==> src/rtl/tin_pkg.sv <==
// ----------------------------------------------------------------------------
// tin_pkg
// Shared types and codes for the Telnet IAC option negotiator.
// ----------------------------------------------------------------------------
`default_nettype none

package tin_pkg;

   // Telnet command and option codes
   localparam logic [7:0] CMD_IAC  = 8'hFF;
   localparam logic [7:0] CMD_SB   = 8'hFA;
   localparam logic [7:0] CMD_WILL = 8'hFB;
   localparam logic [7:0] CMD_WONT = 8'hFC;
   localparam logic [7:0] CMD_DO   = 8'hFD;
   localparam logic [7:0] CMD_DONT = 8'hFE;
   localparam logic [7:0] OPT_ECHO = 8'h01;
   localparam logic [7:0] OPT_SGA  = 8'h03;

   // Result kinds
   localparam logic [1:0] KIND_DATA     = 2'd0;
   localparam logic [1:0] KIND_ESC      = 2'd1;
   localparam logic [1:0] KIND_CONSUMED = 2'd2;
   localparam logic [1:0] KIND_REPLY    = 2'd3;

   // Stored verb codes (verb minus WILL)
   localparam logic [1:0] VERB_WILL = 2'd0;
   localparam logic [1:0] VERB_WONT = 2'd1;
   localparam logic [1:0] VERB_DO   = 2'd2;
   localparam logic [1:0] VERB_DONT = 2'd3;

   // One classified input item as it travels from front to back
   typedef struct packed {
      logic       is_reply;   // expands to IAC, verb, option
      logic [1:0] kind;
      logic [7:0] value;      // data byte, or option byte for a reply
      logic [7:0] verb;       // reply verb
   } entry_type;

   // Queue status seen by the front and back
   typedef struct packed {
      logic full;
      logic empty;
   } queue_status_type;

endpackage

`default_nettype wire

==> src/rtl/tin_front.sv <==
// ----------------------------------------------------------------------------
// tin_front
// Accepts received bytes, tracks the IAC parse state and classifies each
// item into a queue entry.
// ----------------------------------------------------------------------------
`default_nettype none

module tin_front (
   input  wire logic                      clock,
   input  wire logic                      reset,
   input  wire logic                      req_valid,
   output logic                           req_stall,
   input  wire logic [7:0]                req_rx_byte,
   input  wire tin_pkg::queue_status_type q_status,
   output logic                           push,
   output tin_pkg::entry_type             push_entry
);

   typedef enum logic [1:0] {
      ST_NORMAL = 2'd0,
      ST_IAC    = 2'd1,
      ST_VERB   = 2'd2,
      ST_SB     = 2'd3
   } state_type;

   state_type   state_ff, state_in;
   logic [1:0]  verb_ff, verb_in;
   logic [7:0]  reply_verb;

   // Hold the input while the queue is full
   assign req_stall = q_status.full;
   assign push      = req_valid && !q_status.full;

   // Pick the reply verb for the pending verb and this option
   always_comb begin
      case (verb_ff)
         tin_pkg::VERB_WILL: reply_verb =
            (req_rx_byte == tin_pkg::OPT_SGA || req_rx_byte == tin_pkg::OPT_ECHO)
            ? tin_pkg::CMD_DO : tin_pkg::CMD_DONT;
         tin_pkg::VERB_DO: reply_verb =
            (req_rx_byte == tin_pkg::OPT_SGA) ? tin_pkg::CMD_WILL : tin_pkg::CMD_WONT;
         tin_pkg::VERB_WONT: reply_verb = tin_pkg::CMD_DONT;
         default:            reply_verb = tin_pkg::CMD_WONT;
      endcase
   end

   // Classify the byte and work out the next parse state
   always_comb begin
      state_in            = state_ff;
      verb_in             = verb_ff;
      push_entry.is_reply = 1'b0;
      push_entry.kind     = tin_pkg::KIND_CONSUMED;
      push_entry.value    = 8'h00;
      push_entry.verb     = reply_verb;
      case (state_ff)
         ST_NORMAL: begin
            if (req_rx_byte == tin_pkg::CMD_IAC) begin
               state_in = ST_IAC;
            end else begin
               push_entry.kind  = tin_pkg::KIND_DATA;
               push_entry.value = req_rx_byte;
            end
         end
         ST_IAC: begin
            if (req_rx_byte == tin_pkg::CMD_IAC) begin
               state_in         = ST_NORMAL;
               push_entry.kind  = tin_pkg::KIND_ESC;
               push_entry.value = tin_pkg::CMD_IAC;
            end else if (req_rx_byte == tin_pkg::CMD_SB) begin
               state_in = ST_SB;
            end else if (req_rx_byte >= tin_pkg::CMD_WILL
                         && req_rx_byte <= tin_pkg::CMD_DONT) begin
               state_in = ST_VERB;
               verb_in  = 2'(req_rx_byte - tin_pkg::CMD_WILL);
            end else begin
               state_in = ST_NORMAL;
            end
         end
         ST_VERB: begin
            state_in            = ST_NORMAL;
            push_entry.is_reply = 1'b1;
            push_entry.kind     = tin_pkg::KIND_REPLY;
            push_entry.value    = req_rx_byte;
         end
         default: begin
            if (req_rx_byte == tin_pkg::CMD_IAC) begin
               state_in = ST_IAC;
            end
         end
      endcase
   end

   // Advance the parse state on each accepted item
   always_ff @(posedge clock) begin
      if (reset) begin
         state_ff <= ST_NORMAL;
         verb_ff  <= 2'd0;
      end else if (push) begin
         state_ff <= state_in;
         verb_ff  <= verb_in;
      end
   end

endmodule

`default_nettype wire

==> src/rtl/tin_queue.sv <==
// ----------------------------------------------------------------------------
// tin_queue
// Short first-in first-out queue of classified items between front and back.
// ----------------------------------------------------------------------------
`default_nettype none

module tin_queue #(
   parameter int DEPTH = 4
) (
   input  wire logic                 clock,
   input  wire logic                 reset,
   input  wire logic                 push,
   input  wire tin_pkg::entry_type   push_entry,
   input  wire logic                 pop,
   output tin_pkg::entry_type        head,
   output tin_pkg::queue_status_type status
);

   localparam int PW = (DEPTH > 1) ? $clog2(DEPTH) : 1;
   localparam int CW = $clog2(DEPTH + 1);

   tin_pkg::entry_type slot_ff [DEPTH];
   logic [PW-1:0]      wr_ptr_ff, wr_ptr_in;
   logic [PW-1:0]      rd_ptr_ff, rd_ptr_in;
   logic [CW-1:0]      count_ff,  count_in;

   assign status.full  = (count_ff == CW'(DEPTH));
   assign status.empty = (count_ff == '0);
   assign head         = slot_ff[rd_ptr_ff];

   // Advance pointers with wrap at the queue depth
   always_comb begin
      wr_ptr_in = wr_ptr_ff;
      rd_ptr_in = rd_ptr_ff;
      count_in  = count_ff;
      if (push) begin
         wr_ptr_in = (wr_ptr_ff == PW'(DEPTH - 1)) ? '0 : wr_ptr_ff + 1'b1;
      end
      if (pop) begin
         rd_ptr_in = (rd_ptr_ff == PW'(DEPTH - 1)) ? '0 : rd_ptr_ff + 1'b1;
      end
      case ({push, pop})
         2'b10:   count_in = count_ff + 1'b1;
         2'b01:   count_in = count_ff - 1'b1;
         default: count_in = count_ff;
      endcase
   end

   always_ff @(posedge clock) begin
      if (reset) begin
         wr_ptr_ff <= '0;
         rd_ptr_ff <= '0;
         count_ff  <= '0;
      end else begin
         wr_ptr_ff <= wr_ptr_in;
         rd_ptr_ff <= rd_ptr_in;
         count_ff  <= count_in;
      end
   end

   // Store the incoming item
   always_ff @(posedge clock) begin
      if (push) begin
         slot_ff[wr_ptr_ff] <= push_entry;
      end
   end

endmodule

`default_nettype wire

==> src/rtl/tin_back.sv <==
// ----------------------------------------------------------------------------
// tin_back
// Expands queued items into result items and drives the registered
// result channel. A reply becomes three items: IAC, verb, option.
// ----------------------------------------------------------------------------
`default_nettype none

module tin_back (
   input  wire logic                      clock,
   input  wire logic                      reset,
   input  wire tin_pkg::entry_type        head,
   input  wire tin_pkg::queue_status_type q_status,
   output logic                           pop,
   output logic                           rsp_valid,
   input  wire logic                      rsp_stall,
   output logic [1:0]                     rsp_kind,
   output logic [7:0]                     rsp_byte_value,
   output logic                           rsp_last
);

   logic       rsp_valid_ff, rsp_valid_in;
   logic [1:0] rsp_kind_ff, rsp_kind_in;
   logic [7:0] rsp_byte_value_ff, rsp_byte_value_in;
   logic       rsp_last_ff, rsp_last_in;
   logic [1:0] beat_ff, beat_in;
   logic       out_free;
   logic       issue;

   assign out_free = !rsp_valid_ff || !rsp_stall;
   assign issue    = out_free && !q_status.empty;

   // Select the next result item and drop the head after its final one
   always_comb begin
      rsp_valid_in      = rsp_valid_ff && rsp_stall;
      rsp_kind_in       = rsp_kind_ff;
      rsp_byte_value_in = rsp_byte_value_ff;
      rsp_last_in       = rsp_last_ff;
      beat_in           = beat_ff;
      pop               = 1'b0;
      if (issue) begin
         rsp_valid_in = 1'b1;
         rsp_kind_in  = head.kind;
         if (head.is_reply) begin
            case (beat_ff)
               2'd0: begin
                  rsp_byte_value_in = tin_pkg::CMD_IAC;
                  rsp_last_in       = 1'b0;
                  beat_in           = 2'd1;
               end
               2'd1: begin
                  rsp_byte_value_in = head.verb;
                  rsp_last_in       = 1'b0;
                  beat_in           = 2'd2;
               end
               default: begin
                  rsp_byte_value_in = head.value;
                  rsp_last_in       = 1'b1;
                  beat_in           = 2'd0;
                  pop               = 1'b1;
               end
            endcase
         end else begin
            rsp_byte_value_in = head.value;
            rsp_last_in       = 1'b1;
            beat_in           = 2'd0;
            pop               = 1'b1;
         end
      end
   end

   always_ff @(posedge clock) begin
      if (reset) begin
         rsp_valid_ff <= 1'b0;
         beat_ff      <= 2'd0;
      end else begin
         rsp_valid_ff <= rsp_valid_in;
         beat_ff      <= beat_in;
      end
   end

   // Hold the payload while stalled
   always_ff @(posedge clock) begin
      rsp_kind_ff       <= rsp_kind_in;
      rsp_byte_value_ff <= rsp_byte_value_in;
      rsp_last_ff       <= rsp_last_in;
   end

   assign rsp_valid      = rsp_valid_ff;
   assign rsp_kind       = rsp_kind_ff;
   assign rsp_byte_value = rsp_byte_value_ff;
   assign rsp_last       = rsp_last_ff;

endmodule

`default_nettype wire

==> src/rtl/telnet_iac_option_negotiator.sv <==
// ----------------------------------------------------------------------------
// telnet_iac_option_negotiator
// Telnet receive parser: passes data, unescapes IAC IAC, consumes commands
// and answers WILL/WONT/DO/DONT with a three-byte reply.
// ----------------------------------------------------------------------------
// One received byte is accepted per clock cycle while the queue is not full.
// Each byte yields one result item, except an option byte after a negotiation
// verb, which yields three (IAC, reply verb, option) with last set on the
// third; the result register issues one item per cycle while not stalled.
// A queue of QUEUE_DEPTH classified items sits between the parser and the
// output stage, so the input keeps flowing while a reply drains or the
// output is stalled; req_stall rises only when that queue is full.
`default_nettype none

module telnet_iac_option_negotiator #(
   parameter int QUEUE_DEPTH = 4
) (
   input  wire logic       clock,
   input  wire logic       reset,
   input  wire logic       req_valid,
   output logic            req_stall,
   input  wire logic [7:0] req_rx_byte,
   output logic            rsp_valid,
   input  wire logic       rsp_stall,
   output logic [1:0]      rsp_kind,
   output logic [7:0]      rsp_byte_value,
   output logic            rsp_last
);

   tin_pkg::entry_type        push_entry;
   tin_pkg::entry_type        head;
   tin_pkg::queue_status_type q_status;
   logic                      push;
   logic                      pop;

   // Parse and classify
   tin_front u_front (
      .clock       (clock),
      .reset       (reset),
      .req_valid   (req_valid),
      .req_stall   (req_stall),
      .req_rx_byte (req_rx_byte),
      .q_status    (q_status),
      .push        (push),
      .push_entry  (push_entry)
   );

   // Decouple front from back
   tin_queue #(
      .DEPTH (QUEUE_DEPTH)
   ) u_queue (
      .clock      (clock),
      .reset      (reset),
      .push       (push),
      .push_entry (push_entry),
      .pop        (pop),
      .head       (head),
      .status     (q_status)
   );

   // Expand and issue results
   tin_back u_back (
      .clock          (clock),
      .reset          (reset),
      .head           (head),
      .q_status       (q_status),
      .pop            (pop),
      .rsp_valid      (rsp_valid),
      .rsp_stall      (rsp_stall),
      .rsp_kind       (rsp_kind),
      .rsp_byte_value (rsp_byte_value),
      .rsp_last       (rsp_last)
   );

endmodule

`default_nettype wire

==> config.mk <==
export PLATFORM = sky130hd
export DESIGN_NAME = telnet_iac_option_negotiator
export DESIGN_NICKNAME = d
export VERILOG_FILES = /design/src/rtl/tin_pkg.sv /design/src/rtl/tin_front.sv /design/src/rtl/tin_queue.sv /design/src/rtl/tin_back.sv /design/src/rtl/telnet_iac_option_negotiator.sv
export SDC_FILE = /design/constraint.sdc
export NUM_CORES = 1
export LEC_CHECK = 0
export BUFFER_PORTS_ARGS = -buffer_cell sky130_fd_sc_hd__buf_2
export CORE_ASPECT_RATIO = 0.6
export CORE_MARGIN = 10
export CORE_UTILIZATION = 40
export DETAILED_ROUTE_END_ITERATION = 6
export HOLD_SLACK_MARGIN = 0.15
export PLACE_DENSITY_LB_ADDON = 0.2
export SYNTH_ARGS = -nofsm -noshare
export SYNTH_HDL_FRONTEND = slang
export SYNTH_SLANG_ARGS = --single-unit
export TNS_END_PERCENT = 10
==> constraint.sdc <==
create_clock -name clock -period 3 [get_ports clock]
set_input_delay 0.6 -clock clock [delete_from_list [all_inputs] [get_ports clock]]
set_output_delay 0.6 -clock clock [all_outputs]
set_load 0.02 [all_outputs]
==> results of run 1 <==
[stage by stage]
stage | worst slack [ns] | util | total power [uW] | hold WS (ns) | area, sq um
floorplan | 0.513 | - | 2210 | 0.432 | 3570
global placement | 0.538 | 0.442 | 2450 | 0.440 | 3810
detailed placement | 0.449 | 0.442 | 2450 | 0.451 | 3810
CTS | 0.439 | 0.479 | 3610 | 0.464 | 4130
global route | 0.331 | 0.479 | 3760 | 0.498 | 4130
finish | 0.440 | 0.479 | 3570 | 0.464 | 4130
[registers in the layout (all words and copies together), names as in the netlist, named ones only]
register / cells
u_back.beat_ff: 2
u_back.rsp_byte_value: 8
u_back.rsp_kind: 2
u_back.rsp_last: 1
u_back.rsp_valid: 1
u_front.state_ff: 2
u_front.verb_ff: 2
u_queue.count_ff: 3
u_queue.rd_ptr_ff: 2
u_queue.slot_ff: 56
u_queue.wr_ptr_ff: 2
[area by class of cell]
class | count | area [sq um] | share of cell area
clock buffer | 9 | 225 | 0.0546
sequential | 83 | 2330 | 0.565
multi-input combinational | 129 | 1140 | 0.275
clock inverter | 7 | 91.3 | 0.0221
tap | 112 | 140 | 0.0339
inverter | 18 | 67.6 | 0.0164
timing repair buffer | 26 | 135 | 0.0327
[kinds of logic (layout without fill, tap and decap cells)]
logic type | Yosys count | count (layout) | synth area share
buf+inv | 24 | 60 | 0.0298
flops | 83 | 83 | 0.652
mux | 18 | 18 | 0.103
compound gates | 37 | 37 | 0.0683
simple gates | 58 | 58 | 0.0903
fa+ha+maj | 14 | 14 | 0.0511
xor+xnor | 2 | 2 | 0.00490
[power groups by stage]
stage	logic, uW	registers (uW)	clock network [uW]
after floorplan	541	1670	0
after global routing	952	1580	1230
after global placement	867	1580	0
final	853	1560	1160
after CTS	870	1560	1180
after detailed placement	867	1580	0
[tightest hold or removal path: stages (launching register included)]
cell and delay (ns):
dfxtp_1 0.32, nand2_1 0.05, a21oi_1 0.05
[worst max path at each step]
stage,slack [ns],depth (start not counted),start,to
floorplan,0.51,9,flip-flop,u_queue.count_ff[2]$_SDFFE_PP0P_
global placement,0.54,8,flip-flop,u_queue.count_ff[2]$_SDFFE_PP0P_
detailed placement,0.45,8,flip-flop,u_queue.count_ff[2]$_SDFFE_PP0P_
CTS,0.44,8,flip-flop,u_queue.count_ff[2]$_SDFFE_PP0P_
global route,0.33,8,flip-flop,u_queue.count_ff[2]$_SDFFE_PP0P_
finish,0.44,8,flip-flop,u_queue.count_ff[2]$_SDFFE_PP0P_
[placed cells by master (no fill, tap or decap), types with 3 or more instances in the layout]
cell type   n
nand3_1     5
edfxtp_1   67
a21o_1      9
and2_1      5
mux4_1      3
or2_1       5
clkbuf_16   9
dfxtp_1    16
nor2_1     12
nand2_1     8
nand4_1     3
a21oi_1    11
o21ai_1     3
clkinv_2    3
o21ai_0     4
a31oi_1     5
buf_2      24
mux4_2     11
ha_1       13
nand3b_1    3
inv_1      16
[metal layers]
metal	GRT usage	vias up
li1	-	955
met1	0.153	973
met2	0.138	48
met3	0.0434	6
met4	0.0305	0
met5	0	-
==> flow_summary.ini, run 1 <==
[timing]
slew_headroom = 0.469
period_share = 0.853
fmax_ghz = 0.391
rsz0062_at_grt = no
setup_violations = 0
worstMarginPinSlew_ns = 0.796
hold_violations = 0
fin_tns_setup_ns = 0
min_period_ns = 2.56
slew_violations = 0
finClkSkew_ns = 0.00470

[worst_setup_path]
r2r_end = u_queue.count_ff[2]$_SDFFE_PP0P_
worstPathArrival_ns = 2.83
cp_data_required_time_ns = 3.27
critPathMaxStageDelay_ns = 0.56
reg2reg_depth = 8
worstSetupPathType = flip-flop to flip-flop
reg2reg_slack_ns = 0.44
worstPathCellList = mux4_2 > a221oi_4 > ha_1 > inv_1 > fa_1 > xor2_1 > or3_1 > a21oi_1
worst-path-buf-inv = 1
slowest_stage = mux4_2
start_kind = flip-flop
path_delay_family = adder cells
path_max_fanout = 3
crit_path_end_kind = flip-flop

[power_and_ir_drop]
swShare = 0.289
p_int_uw = 2540
peakVddDrop_v = 0.000299
leakage_uw = 0.00149
switchingPower_uw = 1030
power_frac_comb = 0.239
pwr-share-clk = 0.324
power_frac_seq = 0.437
powerDensity_nw_per_um2 = 864

[synthesis]
ys_seq_elements = 83
yosysSeqAreaShare = 0.652
yosysWarnings = 0
synth_cell_types = 42
synth.largest_area_cell = edfxtp_1
syn_inst = 236
synth_common_cells = edfxtp_1 (67), dfxtp_1 (16), inv_1 (16)
synth_area_leaders = edfxtp_1 (56%), dfxtp_1 (9.0%), mux4_2 (6.9%)
syn_area_sq_um = 3570
synth_ff_type = edfxtp_1
synth_top_area_share = 0.563
synth_edf_count = 67
syn-num-nets = 262
avgSynthCellArea_sq_um = 15.1
yosysMostFrequentCell = edfxtp_1
ys_async_sr_fraction = 0

[floorplan]
start_util = 0.415
coreArea_sq_um = 8620
rows = 26
io_pins = 25
dieArea_sq_um = 13200
die_x_um = 142
die_h_um = 93.2

[placed_design]
dp_cells = 368
globalplace.congestion = 0.786
dp.final_hpwl_mm = 4.53
io_buffers = 24

[drt]
ant_nets = 0
dr_wl_met2_mm = 2.64
wl_met3_um = 409
top_layer = met4
drtIter0Drc = 121
vias = 1982
wl_met1_mm = 3.48
drc = 0
first_pass_iters = 4
totalWireLength_mm = 6.57
wl_per_cell_um = 17.1
viasPerCell = 5.16

[global_route]
grt_pass1_wl_mm = 10.6
grt_usage = 0.105
grt_pass1_vias = 1875
grt.overflow.total = 0
grt_start_max_net_pins = 17
antenna_found_initial = 0

[cts]
cts_hold_buffers = 0
numCtsBuffers = 9
postCtsResizedCells = 0
post_cts_buffers = 0
clock-sinks = 83
cts_tree = done
clkTransAtPathRegs_ns = 0.06
cts_root_buf = clkbuf_16
htreeDepth = 3
cts_buffer_depth = 2
clk-insertion-delay-late_ns = 0.33

[hold_path]
worstHoldPathType = flip-flop to flip-flop
whs_endpoint = u_back.beat_ff[1]$_SDFFE_PP0P_
min_from = u_back.beat_ff[1]$_SDFFE_PP0P_
min_delay_path_depth = 2

[flow_run]
drv_cap = 0

[final_layout]
layout-drive-gt1-share = 0.213
nets = 293
area_growth_pct = 15.5
stdcell_count = 384
filler_cell_count = 730
antenna_cells = 0

[status]
status = finished clean
No activity file was read; power rests on OpenSTA's default activity.
==> inputs of run 2 (changes only) <==
--- a/config.mk
+++ b/config.mk
@@ -5,12 +5,14 @@
 export SDC_FILE = /design/constraint.sdc
 export NUM_CORES = 1
 export LEC_CHECK = 0
+export ABC_AREA = 1
 export BUFFER_PORTS_ARGS = -buffer_cell sky130_fd_sc_hd__buf_2
 export CORE_ASPECT_RATIO = 0.6
 export CORE_MARGIN = 10
 export CORE_UTILIZATION = 40
 export DETAILED_ROUTE_END_ITERATION = 6
 export HOLD_SLACK_MARGIN = 0.15
+export MAX_ROUTING_LAYER = met4
 export PLACE_DENSITY_LB_ADDON = 0.2
 export SYNTH_ARGS = -nofsm -noshare
 export SYNTH_HDL_FRONTEND = slang
==> flow_summary.ini, run 2 <==
[drt]
first_pass_iters = 4
vias = 2438
totalWireLength_mm = 7.77
ant_nets = 0
wl_per_cell_um = 15.5
drc = 0
wl_met3_um = 488
wl_met1_mm = 4.03
dr_wl_met2_mm = 3.18
drtIter0Drc = 203
top_layer = met4
viasPerCell = 4.88

[timing]
slew_headroom = 0.705
slew_violations = 0
rsz0062_at_grt = no
fmax_ghz = 0.426
setup_violations = 0
finClkSkew_ns = 0.00576
min_period_ns = 2.35
hold_violations = 0
period_share = 0.783
fin_tns_setup_ns = 0
worstMarginPinSlew_ns = 0.441

[floorplan]
die_h_um = 94.7
start_util = 0.408
dieArea_sq_um = 13700
die_x_um = 144
coreArea_sq_um = 9120
rows = 27
io_pins = 25

[hold_path]
min_delay_path_depth = 1
whs_endpoint = u_queue.count_ff[0]$_SDFFE_PP0P_
worstHoldPathType = flip-flop to flip-flop
min_from = u_queue.count_ff[0]$_SDFFE_PP0P_

[power_and_ir_drop]
leakage_uw = 0.00166
peakVddDrop_v = 0.000296
powerDensity_nw_per_um2 = 866

[global_route]
grt_start_max_net_pins = 27
grt.overflow.total = 0
grt_pass1_wl_mm = 12.8
antenna_found_initial = 0
grt_usage = 0.126
grt_pass1_vias = 2393

[synthesis]
synth.largest_area_cell = edfxtp_1
syn-num-nets = 370
synth_common_cells = nor2_1 (73), edfxtp_1 (67), inv_1 (42)
yosysMostFrequentCell = nor2_1
ys_async_sr_fraction = 0
ys_seq_elements = 83
avgSynthCellArea_sq_um = 10.8
synth_area_leaders = edfxtp_1 (54%), dfxtp_1 (8.6%), nor2_1 (7.4%)
synth_top_area_share = 0.541
syn_inst = 344
synth_edf_count = 67
syn_area_sq_um = 3720
yosysWarnings = 0
synth_ff_type = edfxtp_1
synth_cell_types = 32
yosysSeqAreaShare = 0.627

[cts]
numCtsBuffers = 9
post_cts_buffers = 0
clkTransAtPathRegs_ns = 0.06
cts_root_buf = clkbuf_16
cts_buffer_depth = 2
clk-insertion-delay-late_ns = 0.33
htreeDepth = 3
cts_hold_buffers = 0
postCtsResizedCells = 0
cts_tree = done
clock-sinks = 83

[final_layout]
regMostFlops = u_queue.slot_ff
area_growth_pct = 16.0
antenna_cells = 0
nets = 405
stdcell_count = 500
final_common_cell = nor2_1
largest_register_ffs = 56
layout_common_cells = nor2_1 (73), edfxtp_1 (67), inv_1 (42)
layout-drive-gt1-share = 0.177

[placed_design]
dp_cells = 484
globalplace.congestion = 0.799
io_buffers = 24
dp.final_hpwl_mm = 5.45

[worst_setup_path]
start_kind = flip-flop
path_max_fanout = 12
worstPathArrival_ns = 2.56
r2r_end = u_queue.count_ff[2]$_SDFFE_PP0P_
reg2reg_slack_ns = 0.65
crit_path_end_kind = flip-flop
worstSetupPathType = flip-flop to flip-flop
reg2reg_depth = 13
cp_data_required_time_ns = 3.21

[status]
status = finished clean

[flow_run]
drv_cap = 0
[run 2: cell types whose count changed in the layout (fill, tap and decap cells not counted), sizes merged, moves of 4 or more]
cell / previous run / this run
a21o: 9 / 0
a21oi: 11 / 18
a31oi: 5 / 0
and2: 6 / 0
buf: 26 / 33
inv: 19 / 45
mux4: 14 / 0
nand2: 8 / 30
nand3: 5 / 11
nor2: 12 / 77
o21ai: 7 / 39
o221ai: 0 / 5
o22ai: 1 / 8
or2: 5 / 1
[run 2: worst max-delay path by stage]
stage               from                               end  cells after the start
2_1_floorplan  rsp_stall  u_queue.count_ff[2]$_SDFFE_PP0P_                     12
3_3_place_gp   rsp_stall  u_queue.count_ff[2]$_SDFFE_PP0P_                     13
3_5_place_dp   flip-flop  u_queue.count_ff[2]$_SDFFE_PP0P_                     13
4_1_cts        flip-flop  u_queue.count_ff[2]$_SDFFE_PP0P_                     13
5_1_grt        flip-flop  u_queue.count_ff[2]$_SDFFE_PP0P_                     13
6_report       flip-flop  u_queue.count_ff[2]$_SDFFE_PP0P_                     13
[run 2: worst max-delay path: stages, from the launching register on]
cell and delay [ns]:
dfxtp_1 0.59, nand2_2 0.10, nand3_2 0.10, nand2_4 0.09, nand2_8 0.10, nand2_4 0.07, inv_2 0.06, ha_1 0.13
inv_1 0.07, fa_1 0.39, a21oi_1 0.17, o21ai_0 0.12, o21ai_0 0.17, a21oi_1 0.06
[run 2: metal layers]
metal  global-route usage  up-vias
li1                     -     1240
met3               0.0351        6
met5                    -        -
met4               0.0327        0
met1                0.180     1140
met2                0.169       52
[run 2: layout make-up]
| type | instances | area (sq um) |
|---|---|---|
| clock buffers | 10 | 229 |
| clock inverters | 6 | 88.8 |
| fillers | 836 | 4810 |
| inverters | 44 | 165 |
| multi-input cells | 208 | 1170 |
| flip-flops and latches | 83 | 2330 |
| well taps | 116 | 145 |
| repair buffers | 33 | 188 |
[run 2: kinds of logic after synthesis]
group	Yosys count	share of synthesized area
AO/OA/AOI/OAI	72	0.111
adder cells (fa/ha/maj)	14	0.0491
buffers and inverters	53	0.0589
flip-flops	83	0.627
AND/OR/NAND/NOR	122	0.154
[run 2: through the flow]
step | area [sq um] | worst slack [ns] | hold WS [ns] | total power, uW | utilization
after CTS | 4320 | 0.676 | 0.450 | 3800 | 0.473
after global placement | 4000 | 0.779 | 0.433 | 2600 | 0.438
after detailed placement | 4000 | 0.685 | 0.440 | 2620 | 0.438
after floorplan | 3720 | 0.726 | 0.422 | 2290 | -
after global routing | 4320 | 0.423 | 0.491 | 3970 | 0.473
final | 4320 | 0.650 | 0.450 | 3740 | 0.473
[run 2: report_power, final]
part	switching (uW)	internal, uW
clock network	433	730
logic	697	316
registers	69.2	1490
==> inputs of run 3 (changes only) <==
==> constraint.sdc (replaced) <==
create_clock -name clock -period 2 [get_ports clock]
set_input_delay 0.4 -clock clock [delete_from_list [all_inputs] [get_ports clock]]
set_output_delay 0.4 -clock clock [all_outputs]
set_load 0.02 [all_outputs]
==> flow_summary.ini, run 3 (synthesis gave the netlist of run 2 again) <==
[status]
status = finished clean

[power_and_ir_drop]
powerDensity_nw_per_um2 = 1260
leakage_uw = 0.00165
peakVddDrop_v = 0.000512

[flow_run]
drv_cap = 0

[timing]
worstMarginPinSlew_ns = 0.590
setup_violations = 0
slew_headroom = 0.603
rsz0062_at_grt = no
hold_violations = 0
min_period_ns = 1.83
setup_slack_ns = 0.174
period_share = 0.913
slew_violations = 0
finClkSkew_ns = 0.00590
fmax_ghz = 0.548
timing.hold.ws_ns = 0.283

[hold_path]
min_from = reset
whs_endpoint = u_front.state_ff[1]$_SDFFE_PP0P_
min_delay_path_depth = 2
worstHoldPathType = input pin to flip-flop

[cts]
clk-insertion-delay-late_ns = 0.34
numCtsBuffers = 9
clkTransAtPathRegs_ns = 0.06
htreeDepth = 3
cts_buffer_depth = 2
clock-sinks = 83
cts_root_buf = clkbuf_16
cts_tree = done

[worst_setup_path]
cp_data_required_time_ns = 2.22
worstPathArrival_ns = 2.05
path_max_fanout = 5
worstSetupPathType = flip-flop to flip-flop
worstPathCellList = nand2_2 > nand3_2 > nand2_4 > nand2_8 > nand2_4 > inv_2 > ha_1 > inv_1 > fa_2 > a21oi_2 > o21ai_1 > o21ai_1 > a21oi_1
crit_path_end_kind = flip-flop
reg2reg_depth = 13
start_kind = flip-flop
r2r_end = u_queue.count_ff[2]$_SDFFE_PP0P_
slowest_stage = dfxtp_1
reg2reg_slack_ns = 0.17
critPathMaxStageDelay_ns = 0.40

[drt]
vias = 2492
ant_nets = 0
viasPerCell = 4.92
drc = 0
first_pass_iters = 4
drtIter0Drc = 133
wl_per_cell_um = 15.2
totalWireLength_mm = 7.72

[final_layout]
area_growth_pct = 16.5
layout-drive-gt1-share = 0.202
antenna_cells = 0
utilization = 0.475
regMostFlops = u_queue.slot_ff
final_common_cell = nor2_1
nets = 412
largest_register_ffs = 56
stdcell_count = 507
layout_common_cells = nor2_1 (73), edfxtp_1 (67), inv_1 (41)

[placed_design]
dp_cells = 491
globalplace.congestion = 0.834
dp_slack_ns = -0.0201
dp.final_hpwl_mm = 5.29
io_buffers = 24

[floorplan]
io_pins = 25
rows = 27
die_x_um = 144
coreArea_sq_um = 9120
die_h_um = 94.7
start_util = 0.408
dieArea_sq_um = 13700

[global_route]
grt_start_max_net_pins = 27
grt_usage = 0.124
grt.overflow.total = 0
antenna_found_initial = 0
grt_use_met3 = 0.0376
met2_usage = 0.167
grt_pass1_vias = 2280
grt_pass1_wl_mm = 12.4
use_met1 = 0.173
top_usage_layer = met1
==> run 3: changes by cell type in the layout (fill, tap and decap cells not counted), moves of 2 or more <==
| cell | delta |
|---|---|
| buf_4 | +7 |
| bufinv_16 | -2 |
| clkinvlp_4 | +3 |
| o21ai_0 | -2 |
| o21ai_1 | +2 |
==> run 3: critical path, delay by kind of cell, from the launching register on <==
family	cells	cell delay, ns
AO/OA/AOI/OAI	4	0.36
adder cells (fa/ha/maj)	2	0.47
flip-flops	1	0.40
buffers and inverters	2	0.11
AND/OR/NAND/NOR	5	0.37
==> run 3: per-stage QoR <==
step / total power [uW] / cell area (sq um) / setup TNS (ns)
2_1_floorplan: 3440 / 3720 / 0
3_3_place_gp: 4020 / 4050 / 0
3_5_place_dp: 4040 / 4050 / -0.0201
4_1_cts: 5520 / 4320 / 0
5_1_grt: 5820 / 4330 / 0
6_report: 5460 / 4330 / 0
==> run 3: cell type report <==
class,instances,area [sq um]
sequential,83,2330
timing repair buffer,40,240
clock inverter,7,43.8
multi-input combinational,208,1180
tap,116,145
inverter,44,169
fill,841,4790
clock buffer,9,225
==> run 3: worst max path at each step <==
stage	from	end	slack, ns	depth (start not counted)
final	flip-flop	u_queue.count_ff[2]$_SDFFE_PP0P_	0.17	13
after global routing	u_queue.count_ff[2]$_SDFFE_PP0P_	u_queue.count_ff[2]$_SDFFE_PP0P_	0.04	13
after CTS	u_queue.count_ff[1]$_SDFFE_PP0P_	u_queue.count_ff[2]$_SDFFE_PP0P_	0.04	13
after detailed placement	rsp_stall	u_queue.count_ff[2]$_SDFFE_PP0P_	-0.02	13
after global placement	rsp_stall	u_queue.count_ff[2]$_SDFFE_PP0P_	0.008	13
after floorplan	u_queue.count_ff[0]$_SDFFE_PP0P_	u_queue.count_ff[2]$_SDFFE_PP0P_	0.02	13
==> run 3: power by group <==
group / total, uW / switching, uW / internal, uW
clock network: 1470 / 641 / 832
registers: 2330 / 88.4 / 2240
logic: 1660 / 1100 / 565
total: 5460 / 1830 / 3640
==> run 3: routing by layer <==
metal	vias up	wire, um	share of wire
li1	1256	-	-
met1	1165	4010	0.52
met2	60	3160	0.41
met3	11	464	0.060
met4	0	78	0.010
met5	-	0	0
==> run 3: what timing repair did <==
| action | CTS | global route |
|---|---|---|
| resized for setup | 0 | 5 |
| setup endpoints to repair | 0 | 1 |
| hold buffers | 0 | 0 |
| setup buffers | 0 | 0 |
| hold endpoints to repair | 0 | 0 |
